==> config.mk <==
export PLATFORM = sky130hd
export DESIGN_NAME = partition_gap_fit_finder
export DESIGN_NICKNAME = d
export VERILOG_FILES = /design/src/hw/rtl/pgf_pkg.sv /design/src/hw/rtl/pgf_sort.sv /design/src/hw/rtl/pgf_gap_lane.sv /design/src/hw/rtl/pgf_merge.sv /design/src/hw/rtl/partition_gap_fit_finder.sv
export SDC_FILE = /design/constraint.sdc
export NUM_CORES = 2
export LEC_CHECK = 0
export BUFFER_PORTS_ARGS = -buffer_cell sky130_fd_sc_hd__buf_2
export CAP_MARGIN = 20
export CORE_AREA = 2 2 404 406
export CTS_CLUSTER_SIZE = 10
export DETAILED_ROUTE_END_ITERATION = 10
export DIE_AREA = 0 0 406 408
export PLACE_DENSITY = 0.85
export SLEW_MARGIN = 20
export SYNTH_ARGS = -nofsm -noshare
export SYNTH_HDL_FRONTEND = slang
export SYNTH_SLANG_ARGS = --single-unit
==> constraint.sdc <==
create_clock -name clock -period 16 [get_ports clock]
set_input_delay 2.4 -clock clock [delete_from_list [all_inputs] [get_ports clock]]
set_output_delay 2.4 -clock clock [all_outputs]
set_load 0.05 [all_outputs]
==> src/hw/rtl/pgf_pkg.sv <==
// Shared types, field layout and codes of the partition gap fit finder.
`timescale 1ns / 1ps
package pgf_pkg;

   localparam int N_ENTRIES = 4;
   localparam int ADDR_W    = 31;
   localparam int SUM_W     = 33;
   localparam int HDR_W     = 16;
   localparam int KIND_W    = 2;
   localparam int FIT_W     = 2;
   localparam int RANK_W    = $clog2(N_ENTRIES);
   localparam int N_GAPS    = N_ENTRIES + 1;

   localparam int LEN_BASE  = N_ENTRIES * ADDR_W;
   localparam int KIND_BASE = 2 * N_ENTRIES * ADDR_W;
   localparam int REQ_BASE  = KIND_BASE + KIND_W * N_ENTRIES;
   localparam int REQ_BITS  = REQ_BASE + ADDR_W;
   localparam int REQ_DATA_W = ((REQ_BITS + 7) / 8) * 8;
   localparam int REQ_USER_W = FIT_W + 1;
   localparam int RSP_DATA_W = ((ADDR_W + 7) / 8) * 8;

   localparam int CSR_IDX_W = 1;

   localparam logic [KIND_W-1:0] KIND_UNUSED   = 2'd0;
   localparam logic [KIND_W-1:0] KIND_EXTENDED = 2'd1;

   localparam logic [FIT_W-1:0] FIT_FIRST = 2'd0;
   localparam logic [FIT_W-1:0] FIT_BEST  = 2'd1;
   localparam logic [FIT_W-1:0] FIT_WORST = 2'd2;

   localparam logic [CSR_IDX_W-1:0] CSR_DISK_SIZE    = 1'd0;
   localparam logic [CSR_IDX_W-1:0] CSR_HEADER_BYTES = 1'd1;

   typedef struct packed {
      logic [ADDR_W-1:0] start;
      logic [ADDR_W-1:0] length;
      logic [KIND_W-1:0] kind;
      logic              used;
   } pgf_slot_type;

   typedef struct packed {
      logic [SUM_W-1:0] lo;
      logic [SUM_W-1:0] hi;
      logic             exists;
   } pgf_gap_type;

   typedef struct packed {
      logic [SUM_W-1:0] es;
      logic [SUM_W-1:0] ee;
      logic             has;
   } pgf_ext_type;

   typedef struct packed {
      logic             adequate;
      logic [SUM_W-1:0] size;
      logic [SUM_W-1:0] offset;
   } pgf_fit_type;

   typedef struct packed {
      logic clip;
      logic size;
   } pgf_lane_en_type;

endpackage

==> src/hw/rtl/pgf_sort.sv <==
// Stable sort of the used table entries by start offset.
`timescale 1ns / 1ps
module pgf_sort
   import pgf_pkg::*;
(
   input  logic                  clock,
   input  logic                  en,
   input  logic [REQ_DATA_W-1:0] tdata,
   input  logic [REQ_USER_W-1:0] tuser,
   output pgf_slot_type          slot_ff [N_ENTRIES],
   output logic [ADDR_W-1:0]     req_size_ff,
   output logic [FIT_W-1:0]      fit_ff,
   output logic                  logical_ff
);

   logic [ADDR_W-1:0] st [N_ENTRIES];
   logic [ADDR_W-1:0] ln [N_ENTRIES];
   logic [KIND_W-1:0] kd [N_ENTRIES];
   logic              us [N_ENTRIES];
   logic [RANK_W-1:0] rank [N_ENTRIES];
   pgf_slot_type      slot_in [N_ENTRIES];

   always_comb begin
      logic [RANK_W:0] cnt;
      for (int i = 0; i < N_ENTRIES; i++) begin
         st[i] = tdata[i*ADDR_W +: ADDR_W];
         ln[i] = tdata[LEN_BASE + i*ADDR_W +: ADDR_W];
         kd[i] = tdata[KIND_BASE + i*KIND_W +: KIND_W];
         us[i] = (kd[i] != KIND_UNUSED);
      end
      for (int i = 0; i < N_ENTRIES; i++) begin
         cnt = '0;
         for (int j = 0; j < N_ENTRIES; j++) begin
            if (j != i && us[j] && ((st[j] < st[i]) || (st[j] == st[i] && j < i))) begin
               cnt = cnt + 1'b1;
            end
         end
         rank[i] = cnt[RANK_W-1:0];
      end
      for (int k = 0; k < N_ENTRIES; k++) begin
         slot_in[k] = '0;
         for (int i = 0; i < N_ENTRIES; i++) begin
            if (us[i] && rank[i] == RANK_W'(k)) begin
               slot_in[k].start  = st[i];
               slot_in[k].length = ln[i];
               slot_in[k].kind   = kd[i];
               slot_in[k].used   = 1'b1;
            end
         end
      end
   end

   always_ff @(posedge clock) begin
      if (en) begin
         slot_ff     <= slot_in;
         req_size_ff <= tdata[REQ_BASE +: ADDR_W];
         fit_ff      <= tuser[FIT_W-1:0];
         logical_ff  <= tuser[FIT_W];
      end
   end

endmodule

==> src/hw/rtl/pgf_gap_lane.sv <==
// One gap lane: clip to the extended entry in logical mode, then size and adequacy check.
`timescale 1ns / 1ps
module pgf_gap_lane
   import pgf_pkg::*;
(
   input  logic              clock,
   input  pgf_lane_en_type   en,
   input  pgf_gap_type       gap,
   input  pgf_ext_type       ext,
   input  logic              logical,
   input  logic [ADDR_W-1:0] req_size,
   output pgf_fit_type       fit_ff
);

   pgf_gap_type clip_in;
   pgf_gap_type clip_ff;
   pgf_fit_type fit_in;

   always_comb begin
      if (logical) begin
         clip_in.lo     = (gap.lo > ext.es) ? gap.lo : ext.es;
         clip_in.hi     = (gap.hi < ext.ee) ? gap.hi : ext.ee;
         clip_in.exists = gap.exists && ext.has && (clip_in.lo < clip_in.hi);
      end else begin
         clip_in = gap;
      end
   end

   always_comb begin
      fit_in.size     = clip_ff.hi - clip_ff.lo;
      fit_in.offset   = clip_ff.lo;
      fit_in.adequate = clip_ff.exists && (fit_in.size >= {2'b00, req_size});
   end

   always_ff @(posedge clock) begin
      if (en.clip) begin
         clip_ff <= clip_in;
      end
      if (en.size) begin
         fit_ff <= fit_in;
      end
   end

endmodule

==> src/hw/rtl/pgf_merge.sv <==
// Merge of the lane results by first, best or worst fit into the result register.
`timescale 1ns / 1ps
module pgf_merge
   import pgf_pkg::*;
(
   input  logic                  clock,
   input  logic                  en,
   input  pgf_fit_type           lane [N_GAPS],
   input  logic [FIT_W-1:0]      fit_mode,
   output logic                  found_ff,
   output logic [ADDR_W-1:0]     place_ff
);

   logic              found_in;
   logic [SUM_W-1:0]  pick_off;
   logic [SUM_W-1:0]  pick_size;

   always_comb begin
      logic take;
      found_in  = 1'b0;
      pick_off  = '0;
      pick_size = '0;
      for (int i = 0; i < N_GAPS; i++) begin
         case (fit_mode)
            FIT_FIRST: take = !found_in;
            FIT_BEST:  take = !found_in || (lane[i].size < pick_size);
            FIT_WORST: take = !found_in || (lane[i].size > pick_size);
            default:   take = 1'b0;
         endcase
         if (lane[i].adequate && take) begin
            found_in  = 1'b1;
            pick_off  = lane[i].offset;
            pick_size = lane[i].size;
         end
      end
   end

   always_ff @(posedge clock) begin
      if (en) begin
         found_ff <= found_in;
         place_ff <= found_in ? pick_off[ADDR_W-1:0] : '0;
      end
   end

endmodule

==> src/hw/rtl/partition_gap_fit_finder.sv <==
// Top level of the partition gap fit finder: pipeline control, gap listing, lanes.
//
// req_* carries one placement request per transfer: the partition table, the
// requested size, the fit mode and the logical flag. rsp_* returns one result
// per request, in order: found in rsp_tuser, the gap start in rsp_tdata.
// csr_* writes disk_size (index 0) and header_bytes (index 1); csr_ready is
// always high and writes belong to idle periods.
// Five stage registers lie between the request transfer and rsp_tvalid: sort,
// gap listing, clip, size check, fit merge. One request is taken every cycle
// while rsp_tready does not stall the pipeline, with one gap lane per table
// entry plus one for the tail gap working side by side.
// Each stage holds only while its successor is full and stalled, so empty
// stages still fill while rsp_tready is low; req_tready drops once all
// stages hold data and rsp_tready is low.
// Synchronous reset empties the pipeline and clears both registers to zero.
`timescale 1ns / 1ps
module partition_gap_fit_finder
   import pgf_pkg::*;
(
   input  logic                  clock,
   input  logic                  reset,
   input  logic                  req_tvalid,
   output logic                  req_tready,
   // entry0..3_start, entry0..3_length, entry_kinds, request_size
   input  logic [REQ_DATA_W-1:0] req_tdata,
   // fit_mode, want_logical
   input  logic [REQ_USER_W-1:0] req_tuser,
   output logic                  rsp_tvalid,
   input  logic                  rsp_tready,
   // place_offset
   output logic [RSP_DATA_W-1:0] rsp_tdata,
   // found
   output logic                  rsp_tuser,
   input  logic                  csr_valid,
   output logic                  csr_ready,
   input  logic [CSR_IDX_W-1:0]  csr_index,
   input  logic [ADDR_W-1:0]     csr_data
);

   logic [ADDR_W-1:0] disk_size_ff;
   logic [HDR_W-1:0]  header_bytes_ff;

   logic v1_ff, v2_ff, v3_ff, v4_ff, v5_ff;
   logic en1, en2, en3, en4, en5;

   pgf_slot_type      slot [N_ENTRIES];
   logic [ADDR_W-1:0] req1;
   logic [FIT_W-1:0]  fit1;
   logic              log1;

   pgf_gap_type       gap_in [N_GAPS];
   pgf_gap_type       gap_ff [N_GAPS];
   pgf_ext_type       ext_in;
   pgf_ext_type       ext_ff;
   logic [ADDR_W-1:0] req2_ff, req3_ff;
   logic [FIT_W-1:0]  fit2_ff, fit3_ff, fit4_ff;
   logic              log2_ff;

   pgf_lane_en_type   lane_en;
   pgf_fit_type       lane_fit [N_GAPS];

   logic              found;
   logic [ADDR_W-1:0] place;

   assign csr_ready = 1'b1;

   always_ff @(posedge clock) begin
      if (reset) begin
         disk_size_ff    <= '0;
         header_bytes_ff <= '0;
      end else if (csr_valid) begin
         case (csr_index)
            CSR_DISK_SIZE:    disk_size_ff    <= csr_data;
            CSR_HEADER_BYTES: header_bytes_ff <= csr_data[HDR_W-1:0];
            default: ;
         endcase
      end
   end

   assign en5 = !v5_ff || rsp_tready;
   assign en4 = !v4_ff || en5;
   assign en3 = !v3_ff || en4;
   assign en2 = !v2_ff || en3;
   assign en1 = !v1_ff || en2;
   assign req_tready = en1;

   always_ff @(posedge clock) begin
      if (reset) begin
         v1_ff <= 1'b0;
         v2_ff <= 1'b0;
         v3_ff <= 1'b0;
         v4_ff <= 1'b0;
         v5_ff <= 1'b0;
      end else begin
         if (en1) v1_ff <= req_tvalid;
         if (en2) v2_ff <= v1_ff;
         if (en3) v3_ff <= v2_ff;
         if (en4) v4_ff <= v3_ff;
         if (en5) v5_ff <= v4_ff;
      end
   end

   pgf_sort u_sort (
      .clock       (clock),
      .en          (en1),
      .tdata       (req_tdata),
      .tuser       (req_tuser),
      .slot_ff     (slot),
      .req_size_ff (req1),
      .fit_ff      (fit1),
      .logical_ff  (log1)
   );

   always_comb begin
      logic [SUM_W-1:0] cur;
      logic [SUM_W-1:0] sum;
      cur    = {{(SUM_W-HDR_W){1'b0}}, header_bytes_ff};
      ext_in = '0;
      for (int k = 0; k < N_ENTRIES; k++) begin
         sum = {2'b00, slot[k].start} + {2'b00, slot[k].length};
         gap_in[k].lo     = cur;
         gap_in[k].hi     = {2'b00, slot[k].start};
         gap_in[k].exists = slot[k].used && ({2'b00, slot[k].start} > cur);
         if (slot[k].used) begin
            cur = sum;
         end
      end
      gap_in[N_ENTRIES].lo     = cur;
      gap_in[N_ENTRIES].hi     = {2'b00, disk_size_ff};
      gap_in[N_ENTRIES].exists = cur < {2'b00, disk_size_ff};
      for (int k = N_ENTRIES - 1; k >= 0; k--) begin
         if (slot[k].used && slot[k].kind == KIND_EXTENDED) begin
            ext_in.es  = {2'b00, slot[k].start};
            ext_in.ee  = {2'b00, slot[k].start} + {2'b00, slot[k].length};
            ext_in.has = 1'b1;
         end
      end
   end

   always_ff @(posedge clock) begin
      if (en2) begin
         gap_ff  <= gap_in;
         ext_ff  <= ext_in;
         req2_ff <= req1;
         fit2_ff <= fit1;
         log2_ff <= log1;
      end
      if (en3) begin
         req3_ff <= req2_ff;
         fit3_ff <= fit2_ff;
      end
      if (en4) begin
         fit4_ff <= fit3_ff;
      end
   end

   assign lane_en.clip = en3;
   assign lane_en.size = en4;

   for (genvar g = 0; g < N_GAPS; g++) begin : g_lane
      pgf_gap_lane u_lane (
         .clock    (clock),
         .en       (lane_en),
         .gap      (gap_ff[g]),
         .ext      (ext_ff),
         .logical  (log2_ff),
         .req_size (req3_ff),
         .fit_ff   (lane_fit[g])
      );
   end

   pgf_merge u_merge (
      .clock    (clock),
      .en       (en5),
      .lane     (lane_fit),
      .fit_mode (fit4_ff),
      .found_ff (found),
      .place_ff (place)
   );

   assign rsp_tvalid = v5_ff;
   assign rsp_tuser  = found;
   assign rsp_tdata  = {{(RSP_DATA_W-ADDR_W){1'b0}}, place};

endmodule

==> results.json <==
{
  "max_slew.worst_pin.slew_ns": 1.24,
  "portBuffers": 360,
  "average_size_of_a_mapped_cell_um2": 10.2,
  "fin_tns_setup_ns": 0,
  "max_slew_margin": 0.164,
  "placement.setup.worst_slack_ns": 1.81,
  "tritoncts.num_buffers": 171,
  "synthesis.yosys.warnings": 0,
  "critPathLaunch": "fit4_ff[1]$_DFFE_PP_",
  "cell_depth_of_the_worst_flop_to_flop_path": 58,
  "placed_cells_incl_taps": 12390,
  "cp_top_family": "compound AO/OA/AOI/OAI gates",
  "post_synth_edffs": 1412,
  "power.density_nw_per_um2": 244,
  "finalCritPeriodShare": 0.896,
  "postSynth.topFlopCell": "edfxtp_1",
  "num-fill-cells": 11834,
  "grt_start_max_net_pins": 160,
  "leakagePower_nw": 49.0,
  "synth_top_cell_by_area": "edfxtp_1",
  "share_of_cells_above_drive_strength_1": 0.107,
  "crit-reg2reg-launch": "fit4_ff[1]$_DFFE_PP_",
  "route.detailed.vias_per_inst": 6.82,
  "final_stage_net_count": 12075,
  "cts_post_setup_buffers_inserted": 0,
  "clock_sinks": 1464,
  "finalWorstPathRequiredPeriod_ns": 14.34,
  "timing.critical_path.slowest_stage_cell": "or4_1",
  "yosys.area.top_type_share": 0.412,
  "drt-pass1-iter-count": 7,
  "result_of_the_run": "finished clean",
  "groute.usage.overall": 0.448,
  "fin_area_um2": 113000,
  "grt_antenna_before_repair": 72,
  "cts-hold-fix-buffers": 0,
  "vdd.ir_drop.worst_uv": 175,
  "starting_density_of_the_core": 0.636,
  "layout.cells.most_common_list": "edfxtp_1, ha_1, o21ai_0, nand2_1, a21oi_1",
  "gr-max-usage-layer": "met2",
  "max_cap_viol_count": 0,
  "chip_height_um": 408,
  "worstSetupPathDepth": 58,
  "cp-end-kind": "flop",
  "row_count": 148,
  "fin_hold_ws_ns": 0.414,
  "groute.layer.met2.usage": 0.688,
  "netlist_top_cells_area": "edfxtp_1, ha_1, o21ai_0",
  "grt_first_pass_wirelength_mm": 544,
  "pin_count": 364,
  "synthesis_stage_register_bit_count": 1464,
  "clk_latency_ns": 0.85,
  "postPlaceCellArea_um2": 107000,
  "timing_max_transition_violations_final": 0,
  "clk_root_buffer_cell": "clkbuf_16",
  "area_of_the_core_um2": 162000,
  "worstSetupStartpointType": "flop",
  "power.total_mw": 27.4,
  "cp_common_cell": "a21o_1",
  "worst_hold_startpoint": "req2_ff[20]$_DFFE_PP_",
  "hpwl_mm": 294,
  "worst_setup_path_endpoint": "u_merge.place_ff[12]$_SDFFCE_PN0P_",
  "criticalPathCategory": "flop to flop",
  "synth.cell_area_um2": 103000,
  "remaining_drc_errors": 0,
  "clk_pin_slew_worst_paths_ns": 0.06,
  "area_growth_pct": 9.51,
  "global_route.overflow_total": 0,
  "detail_route.iter0.violations": 14124,
  "cts_max_level": 4,
  "final.setup.worst_slack_ns": 1.66,
  "f_max_mhz": 69.8,
  "asyncSetResetFlopFracSynth": 0,
  "worstPathMaxFanout": 32,
  "via_count": 86542,
  "synth.lib_cells_used.distinct": 85,
  "avgRoutedWirePerCell_um": 29.7,
  "fp.dieArea_um2": 166000,
  "die_w_um": 406,
  "total_of_cells_resized_after_clock_tree_synthesis": 0,
  "worst-endpoint-required_ns": 16.66,
  "max_stage_delay_ns": 0.77,
  "seq_area_frac_synth": 0.422,
  "worstPathArrival_ns": 14.99,
  "unrepaired_setup_endpoints_after_global_routing": "false",
  "worst-r2r-setup-slack_ns": 1.66,
  "tritoncts": "built",
  "globalRouteMet3Util": 0.0933,
  "worst_r2r_endpoint": "u_merge.place_ff[12]$_SDFFCE_PN0P_",
  "gpl.final_weighted_congestion": 1.06,
  "timing.final.setup_violations": 0,
  "fin_worst_skew_ns": 0.0449,
  "cts-root-to-sink-buffers": 3,
  "worst_hold_path_type": "flop to flop",
  "layout.cells.most_common": "edfxtp_1",
  "number_of_standard_cells_after_synthesis": 10079,
  "detail_route.wirelength_mm": 377,
  "number_of_global_route_vias_before_repair": 83479,
  "gr-usage-met1": 0.569,
  "final-hold-violation-count": 0,
  "final_cell_count_no_fill": 12696,
  "layout.core_utilization": 0.697,
  "cp.buffers_inverters": 10,
  "antenna_violating_nets_left": 0
}
==> power breakdown <==
part | switching (mW) | internal [mW] | total [mW]
logic | 10.4 | 5.94 | 16.3
clock network | 1.58 | 2.06 | 3.65
registers | 1.33 | 6.17 | 7.50
total | 13.3 | 14.2 | 27.4
==> per-layer routing <==
metal,routed length [µm],share of wire
met3,45000,0.12
met5,379,0.0010
met1,135000,0.36
met4,31200,0.083
met2,165000,0.44
==> cell type report <==
cell class                 instances  area, µm²  share of cell area
antenna                           44        110            0.000977
clock buffer                     232       4590              0.0408
clock inverter                    28        463             0.00411
inverter                         644       2430              0.0215
multi-input combinational       7595      55900               0.496
sequential                      1464      43400               0.386
tap                             2175       2720              0.0242
timing repair buffer             514       3040              0.0270
==> logic make-up after synthesis <==
family,count (synthesis),share of synthesized area
adders and majority gates,1357,0.166
other,2,0.0000730
DFF,1464,0.422
and+or+nand+nor,2361,0.107
buffers and inverters,1029,0.0386
xor gates and xnor gates,245,0.0209
AOI/OAI and AO/OA,2875,0.168
muxes,746,0.0767
==> how the worst min path moves through the flow <==
stage          cells after the start                     to  slack (ns)
5_1_grt                            0   req3_ff[8]$_DFFE_PP_        0.42
6_report                           0  req3_ff[20]$_DFFE_PP_        0.41
3_5_place_dp                       0   req2_ff[4]$_DFFE_PP_        0.40
2_1_floorplan                      0   fit2_ff[0]$_DFFE_PP_        0.40
4_1_cts                            0  req3_ff[20]$_DFFE_PP_        0.42
3_3_place_gp                       0      log2_ff$_DFFE_PP_        0.40
==> synthesized netlist by cell type (52+ instances only) <==
library cell and number:
edfxtp_1 1412, ha_1 1348, o21ai_0 1140, nand2_1 984
a21oi_1 707, inv_1 611, nor2_1 476, mux2i_1 409
a21o_1 343, clkbuf_1 327, mux2_2 322, o21a_1 201
nand4_1 191, nor2b_1 188, xnor2_1 183, nand2b_1 136
nand3_1 116, nor3_1 68, xor2_1 62, o22ai_1 55
dfxtp_1 52
==> worst register-to-register path: cells and delay by family (launching register included) <==
family	cells	cell delay, ns
simple gates	9	3.03
buf+inv	10	2.02
flops	1	0.42
mux	3	0.76
fa+ha+maj	5	1.56
compound gates	31	6.40
==> state kept, by name, indices dropped and copies added, names as in the netlist, 2 cells and up <==
register / count
u_sort.req_size_ff: 31
fit2_ff: 2
g_lane.u_lane.fit_ff: 325
fit3_ff: 2
u_sort.slot_ff: 260
disk_size_ff: 31
header_bytes_ff: 16
gap_ff: 304
req2_ff: 31
fit4_ff: 2
u_sort.fit_ff: 2
req3_ff: 31
ext_ff: 64
g_lane.u_lane.clip_ff: 324
u_merge.place_ff: 31
Power figures use the tool's default switching activity.
